[config.mk]
export PLATFORM = sky130hd
export DESIGN_NAME = sta_ctrl
export DESIGN_NICKNAME = d
export VERILOG_FILES = /design/src/hdl/sta_pkg.sv /design/src/hdl/sta_ctrl.sv
export SDC_FILE = /design/constraint.sdc
export NUM_CORES = 1
export LEC_CHECK = 0
export BUFFER_PORTS_ARGS = -buffer_cell sky130_fd_sc_hd__buf_2
export CORE_MARGIN = 2
export CORE_UTILIZATION = 30
export DETAILED_ROUTE_END_ITERATION = 12
export MAX_ROUTING_LAYER = met4
export PLACE_DENSITY = 0.66
export SLEW_MARGIN = 30
export SYNTH_ARGS = -nofsm -noshare
export SYNTH_HDL_FRONTEND = slang
export SYNTH_SLANG_ARGS = --single-unit
[constraint.sdc]
create_clock -name clk -period 2.4 [get_ports clk]
set_input_delay 0 -clock clk [delete_from_list [all_inputs] [get_ports clk]]
set_output_delay 0 -clock clk [all_outputs]
set_load 0.01 [all_outputs]
[src/hdl/sta_pkg.sv]
// package for the sparse triplet accumulate block
// holds field widths, mode and status codes, and the controller/datapath structs
// no dependencies
package sta_pkg;

  localparam int MODE_W = 3;
  localparam int ROW_W  = 16;
  localparam int VAL_W  = 32;
  localparam int IDX_W  = 7;
  localparam int STAT_W = 2;
  localparam int SLOT_W = 7;
  localparam int CNT_W  = 8;

  localparam logic [MODE_W-1:0] MODE_APPEND = 3'd0;
  localparam logic [MODE_W-1:0] MODE_ADD    = 3'd1;
  localparam logic [MODE_W-1:0] MODE_SUB    = 3'd2;
  localparam logic [MODE_W-1:0] MODE_READ   = 3'd3;
  localparam logic [MODE_W-1:0] MODE_CLEAR  = 3'd4;

  localparam logic [STAT_W-1:0] STAT_OK     = 2'd0;
  localparam logic [STAT_W-1:0] STAT_MATCH  = 2'd1;
  localparam logic [STAT_W-1:0] STAT_FULL   = 2'd2;
  localparam logic [STAT_W-1:0] STAT_BEYOND = 2'd3;

  // which result the datapath loads into the output register this cycle
  typedef enum logic [2:0] {
    RES_HOLD,
    RES_UPDATE,
    RES_APPEND,
    RES_READ,
    RES_BEYOND,
    RES_CLEAR,
    RES_EMPTY
  } res_kind_t;

  typedef struct packed {
    logic      load_op;
    logic      scan_start;
    logic      scan_issue;
    logic      read_issue;
    res_kind_t res;
  } ctrl_cmd_t;

  typedef struct packed {
    logic [MODE_W-1:0] mode;
    logic              cnt_zero;
    logic              idx_ok;
    logic              hit;
    logic              last;
  } dp_status_t;

endpackage

[src/hdl/sta_ctrl.sv]
// controller state machine for the sparse triplet accumulate block
// sequences dispatch, table scan and result load; depends on sta_pkg
module sta_ctrl (
  input  logic                clk,
  input  logic                rst_n,
  input  logic                in_valid,
  output logic                in_stall,
  output logic                out_valid,
  input  logic                out_stall,
  input  sta_pkg::dp_status_t status,
  output sta_pkg::ctrl_cmd_t  cmd
);
  import sta_pkg::*;

  typedef enum logic [3:0] {
    S_IDLE,
    S_DISPATCH,
    S_SCAN,
    S_UPDATE,
    S_APPEND,
    S_READ,
    S_BEYOND,
    S_CLEAR,
    S_EMPTY
  } state_t;

  state_t state_r, state_nxt;
  logic   out_valid_r, out_valid_nxt;
  logic   out_free;

  assign out_free  = !out_valid_r || !out_stall;
  assign in_stall  = (state_r != S_IDLE);
  assign out_valid = out_valid_r;

  always_comb begin
    state_nxt      = state_r;
    cmd.load_op    = 1'b0;
    cmd.scan_start = 1'b0;
    cmd.scan_issue = 1'b0;
    cmd.read_issue = 1'b0;
    cmd.res        = RES_HOLD;
    unique case (state_r)
      S_IDLE: begin
        if (in_valid) begin
          cmd.load_op = 1'b1;
          state_nxt   = S_DISPATCH;
        end
      end
      S_DISPATCH: begin
        unique case (status.mode) inside
          MODE_APPEND: state_nxt = S_APPEND;
          MODE_ADD, MODE_SUB: begin
            if (status.cnt_zero) begin
              state_nxt = S_APPEND;
            end else begin
              cmd.scan_start = 1'b1;
              state_nxt      = S_SCAN;
            end
          end
          MODE_READ: begin
            if (status.idx_ok) begin
              cmd.read_issue = 1'b1;
              state_nxt      = S_READ;
            end else begin
              state_nxt = S_BEYOND;
            end
          end
          MODE_CLEAR: state_nxt = S_CLEAR;
          default:    state_nxt = S_EMPTY;
        endcase
      end
      S_SCAN: begin
        // hold the read data once the entry matches
        cmd.scan_issue = !status.hit;
        if (status.hit) begin
          state_nxt = S_UPDATE;
        end else if (status.last) begin
          state_nxt = S_APPEND;
        end
      end
      S_UPDATE: begin
        if (out_free) begin
          cmd.res   = RES_UPDATE;
          state_nxt = S_IDLE;
        end
      end
      S_APPEND: begin
        if (out_free) begin
          cmd.res   = RES_APPEND;
          state_nxt = S_IDLE;
        end
      end
      S_READ: begin
        if (out_free) begin
          cmd.res   = RES_READ;
          state_nxt = S_IDLE;
        end
      end
      S_BEYOND: begin
        if (out_free) begin
          cmd.res   = RES_BEYOND;
          state_nxt = S_IDLE;
        end
      end
      S_CLEAR: begin
        if (out_free) begin
          cmd.res   = RES_CLEAR;
          state_nxt = S_IDLE;
        end
      end
      S_EMPTY: begin
        if (out_free) begin
          cmd.res   = RES_EMPTY;
          state_nxt = S_IDLE;
        end
      end
      default: state_nxt = S_IDLE;
    endcase

    out_valid_nxt = out_valid_r;
    if (out_valid_r && !out_stall) begin
      out_valid_nxt = 1'b0;
    end
    if (cmd.res != RES_HOLD) begin
      out_valid_nxt = 1'b1;
    end
  end

  always_ff @(posedge clk) begin
    if (!rst_n) begin
      state_r     <= S_IDLE;
      out_valid_r <= 1'b0;
    end else begin
      state_r     <= state_nxt;
      out_valid_r <= out_valid_nxt;
    end
  end

`ifndef NO_ASSERTIONS
  a_load_when_free: assert property (@(posedge clk) disable iff (!rst_n)
    (cmd.res != RES_HOLD) |-> out_free)
    else $error("result loaded over a pending transfer");

  a_hit_goes_update: assert property (@(posedge clk) disable iff (!rst_n)
    (state_r == S_SCAN && status.hit) |=> (state_r == S_UPDATE))
    else $error("scan match did not lead to update");

  a_single_cmd: assert property (@(posedge clk) disable iff (!rst_n)
    $onehot0({cmd.load_op, cmd.scan_issue, cmd.read_issue, cmd.scan_start}))
    else $error("conflicting datapath commands");
`endif

endmodule

After elaboration in Yosys (flattened, before gate mapping)
Index checks and enable logic that the tools add are counted.
Widths: inputs -> output; s select.
{"block": "word_totals", "reg_bits": 5, "input_bits": 11, "out_inout_bits": 9, "elab_cells": 56}
{"block": "classes", "eq_ne": 15, "muxes": 26, "reduce_logical": 13}
{"cell": "$pmux 4 s4", "count": 2}
{"cell": "$pmux 3 s6", "count": 1}
{"cell": "$eq 4x3->1 const B", "count": 4}
{"cell": "$mux 4", "count": 4}
{"cell": "$mux 1", "count": 12}
{"cell": "$mux 3", "count": 4}
{"cell": "$eq 4x2->1 const B", "count": 2}
{"cell": "$eq 3x2->1 const B", "count": 2}
{"cell": "$mux 2", "count": 3}
{"cell": "$reduce_or 6->1", "count": 1}
{"cell": "$eq 4x1->1 const B", "count": 1}
{"cell": "$eq 4x4->1 const B", "count": 1}
{"cell": "$logic_not 4->1", "count": 1}
{"cell": "$reduce_bool 4->1", "count": 1}
{"cell": "$eq 3x1->1 const B", "count": 1}
{"cell": "$eq 3x3->1 const B", "count": 1}
{"cell": "$logic_not 1->1", "count": 3}
{"cell": "$logic_not 3->1", "count": 1}
{"cell": "$ne 3x3->1 const B", "count": 1}
{"cell": "$reduce_and 3->1", "count": 1}
{"cell": "$reduce_bool 3->1", "count": 1}
{"cell": "$ne 2x1->1 const B", "count": 1}
{"cell": "$ne 2x2->1 const B", "count": 1}
{"cell": "$reduce_bool 2->1", "count": 1}
{"cell": "3 further kinds", "count": 3}

Logic depth before layout (Yosys ltp)
{"block": "depth", "word_depth": 6, "depth_mapped": 6}

Worst setup path after synthesis
Ideal clock, no wire load.
{"block": "synth_path", "kind": "register -> register", "start": "reg state_r[0]", "end": "reg state_r[3]", "setup_time_ps": 59, "t_arrival_ps": 1401, "required_time_ps": 2341, "path_slack_ps": 940, "path_stages_with_launch": 7, "period_less_slack_ps": 1460, "path_cell_list": "dfxtp_1 > buf_6 > or4b_4 > o21ai_2 > and2_4 > o2bb2ai_1 > and2_1"}
{"block": "synth_between", "elab_chain_cells": 4}
{"element": "start, declared", "line": "sta_ctrl.sv:27", "rtl": "state_t state_r, state_nxt;"}
{"element": "start signal, assigned", "line": "sta_ctrl.sv:134", "rtl": "state_r <= state_nxt;"}
{"element": "$eq 4x4->1, or another cell as far along", "line": "sta_ctrl.sv:42", "rtl": "unique case (state_r)"}
{"element": "$reduce_or 6->1 (no line)"}
{"element": "$ne 2x1->1 (no line)"}
{"element": "$reduce_and 3->1 (no line)"}
Several ways; a longest one is shown, not always the timed one.
A chain may end at the register's enable or synchronous reset.

Worst setup path after layout
{"block": "layout_path", "start": "reg state_r[3]", "end": "reg state_r[3]"}
The elaborated chain is that of the path after synthesis.

==> results.cfg <==
[run_status]
status = finished, final reports clean

[sta]
setup_tns_ps = 0
hold_viol_final = 0
fin_crit_ps = 1610
whs_ps = 58.2
finalClockSkew_ps = 7.73
drv_slew = 0
worstMarginPinSlew_ps = 445
slew_headroom_pct = 70.3
fin_crit_sh_pct = 67.0
setup_ws_ps = 791
timing.fmax_mhz = 621
rsz0062_at_grt = no
setup_viol = 0

[yosys]
synth.cell_area_um2 = 459
synth.largest_area_cell = dfxtp_1
ys_top_cells_by_area = dfxtp_1 22%, a21oi_1 5.4%, nor2_1 4.9%, mux2i_1 4.4%, nand2_1 4.1%
yosysTopAreaCellShare_pct = 21.8
syn_area_per_cell_um2 = 7.53
syn_nets = 72
yosysWarnings = 0
ys_types = 34
synth_cells = 61
synth_seq_cells = 5
ys_seq_area_share_pct = 21.8

[worst_setup_path]
crit_chain = or4b_4 -> o21ai_2 -> and2_4 -> o2bb2ai_1 -> and2_1
max_stage_delay_ps = 540
end_kind = flop
cpMaxStageDelayCell = dfxtp_1
path_delay_family = simple AND/OR/NAND/NOR gates
path_max_fanout = 10
required_ps = 2590
cp-start-kind = flop
crit_buf_inv = 0
cp.arrival_ps = 1800
worstSetupPathType = reg2reg

[clocking]
post_cts_resized = 0
clk_root_buffer_cell = clkbuf_4
cts_max_path_buffers = 2
cts_setup_buffers = 0
clock-sinks = 5
htreeDepth = 1
ctsHoldBuffers = 0
clk_latency_ps = 240
numCtsBuffers = 3
cts_tree = done
clk_pin_slew_ps = 50

[global_routing]
grtUsageTotal_pct = 12.3
grt_first_pass_wirelength_mm = 1.73
grt_start_max_net_pins = 14
first_global_vias = 436
antenna_found_initial = 0
grt_overflow = 0

[placement]
gp_congestion = 0.779
hpwlAfterDp_um = 815
io_buffer_count = 19
place_ws_ps = 805

[drt]
finalWirelength_mm = 1.06
vias = 512
drcViolationCount = 0
wl_per_cell_um = 11.0
first_pass_iters = 4
drtAntennaViolNets = 0
via_per_inst = 5.33
drt_iter0_drc = 12

[pwr]
power_frac_comb_pct = 30.5
ir_worst_vdd_mv = 0.213
net-switching-power_uw = 99.6
p_int_uw = 193
p_leak_nw = 0.258
seq_power_share_pct = 36.1
power_frac_clock_pct = 33.5
power_density_nw_per_um2 = 509
switching_share_pct = 34.1

[floorplan]
dieArea_um2 = 1860
core-area_um2 = 1470
die_y_um = 43.1
initial_core_util_pct = 31.2
die_w_um = 43.1
ios = 20
std_cell_rows = 14

[job]
maxCapViolations = 0

[final_layout]
final_cell_mix = 19 x buf_2, 6 x nor2_1, 5 x a21oi_1, 5 x nand2_1, 5 x dfxtp_1
final_common_cell = buf_2
drive_gt1_share_pct = 33.8
final_nets = 92
synthToLayoutAreaGrowth_pct = 25.1
diodes = 0

[min_path]
hp-class = in2reg
-- stage by stage --
step | power [mW] | instances | utilization (%) | instance area [µm²]
6_report | 0.292 | 96 | 39.0 | 574
3_5_place_dp | 0.196 | 92 | 37.2 | 547
5_1_grt | 0.317 | 96 | 39.0 | 574
3_3_place_gp | 0.195 | 92 | 37.2 | 547
2_1_floorplan | 0.168 | 61 | - | 459
4_1_cts | 0.295 | 96 | 39.0 | 574
-- power by group through the flow --
stage          Sequential (mW)  Combinational, mW  Clock [mW]
6_report                 0.106             0.0891      0.0979
5_1_grt                  0.108             0.0999       0.109
4_1_cts                  0.106             0.0893       0.100
3_5_place_dp             0.107             0.0886           0
3_3_place_gp             0.106             0.0890           0
2_1_floorplan           0.0949             0.0731           0
-- area by class of cell --
class                   count  area [µm²]
inverters                   2        7.51
flip-flops and latches      5         100
fillers                   164         897
multi-input cells          50         324
well taps                  16        20.0
clock buffers               3        22.5
repair buffers             19        95.1
clock inverters             1        5.00
-- synth_stat cells (all sizes together) --
master	count
o211ai	2
nor3b	1
nand3	2
or4b	1
xnor2	1
and2	3
a21boi	2
o2bb2ai	1
inv	2
buf	4
o21ai	3
a21oi	5
nand4b	1
o21a	1
nand2	5
mux2i	2
o2111ai	1
nor4b	2
dfxtp	5
nand2b	3
nor3	2
o22ai	1
nor4	2
a22oi	1
nor2	6
nand3b	2
-- registers in the layout, indices dropped and copies added (netlist names) --
name       flops
state_r        4
out_valid      1
-- metal layers --
metal	GRT usage, %	share of wire [%]	up-vias
li1	-	-	266
met1	15.1	47	221
met2	20.3	45	25
met3	2.55	8.1	0
met4	3.64	0	0
met5	-	0	-
-- cells by family after synthesis --
group	count (synthesis)	share of synthesized area, %
AND/OR/NAND/NOR	30	39.8
AO/OA/AOI/OAI	17	24.5
buffers and inverters	6	7.63
flip-flops	5	21.8
multiplexers	2	4.36
XOR/XNOR	1	1.91
-- worst paths after layout --
check                           slack (ps)                       to  depth (start not counted)                    start
worst min register to register         600  state_r[0]$_SDFFE_PN0P_                          2  state_r[0]$_SDFFE_PN0P_
worst min-delay path                    60  state_r[3]$_SDFFE_PN0P_                          2                    rst_n
worst max register to register         790  state_r[3]$_SDFFE_PN0P_                          5  state_r[3]$_SDFFE_PN0P_
worst max-delay path                   790  state_r[3]$_SDFFE_PN0P_                          5  state_r[3]$_SDFFE_PN0P_
Note: power is estimated with default switching activity, not from simulation.
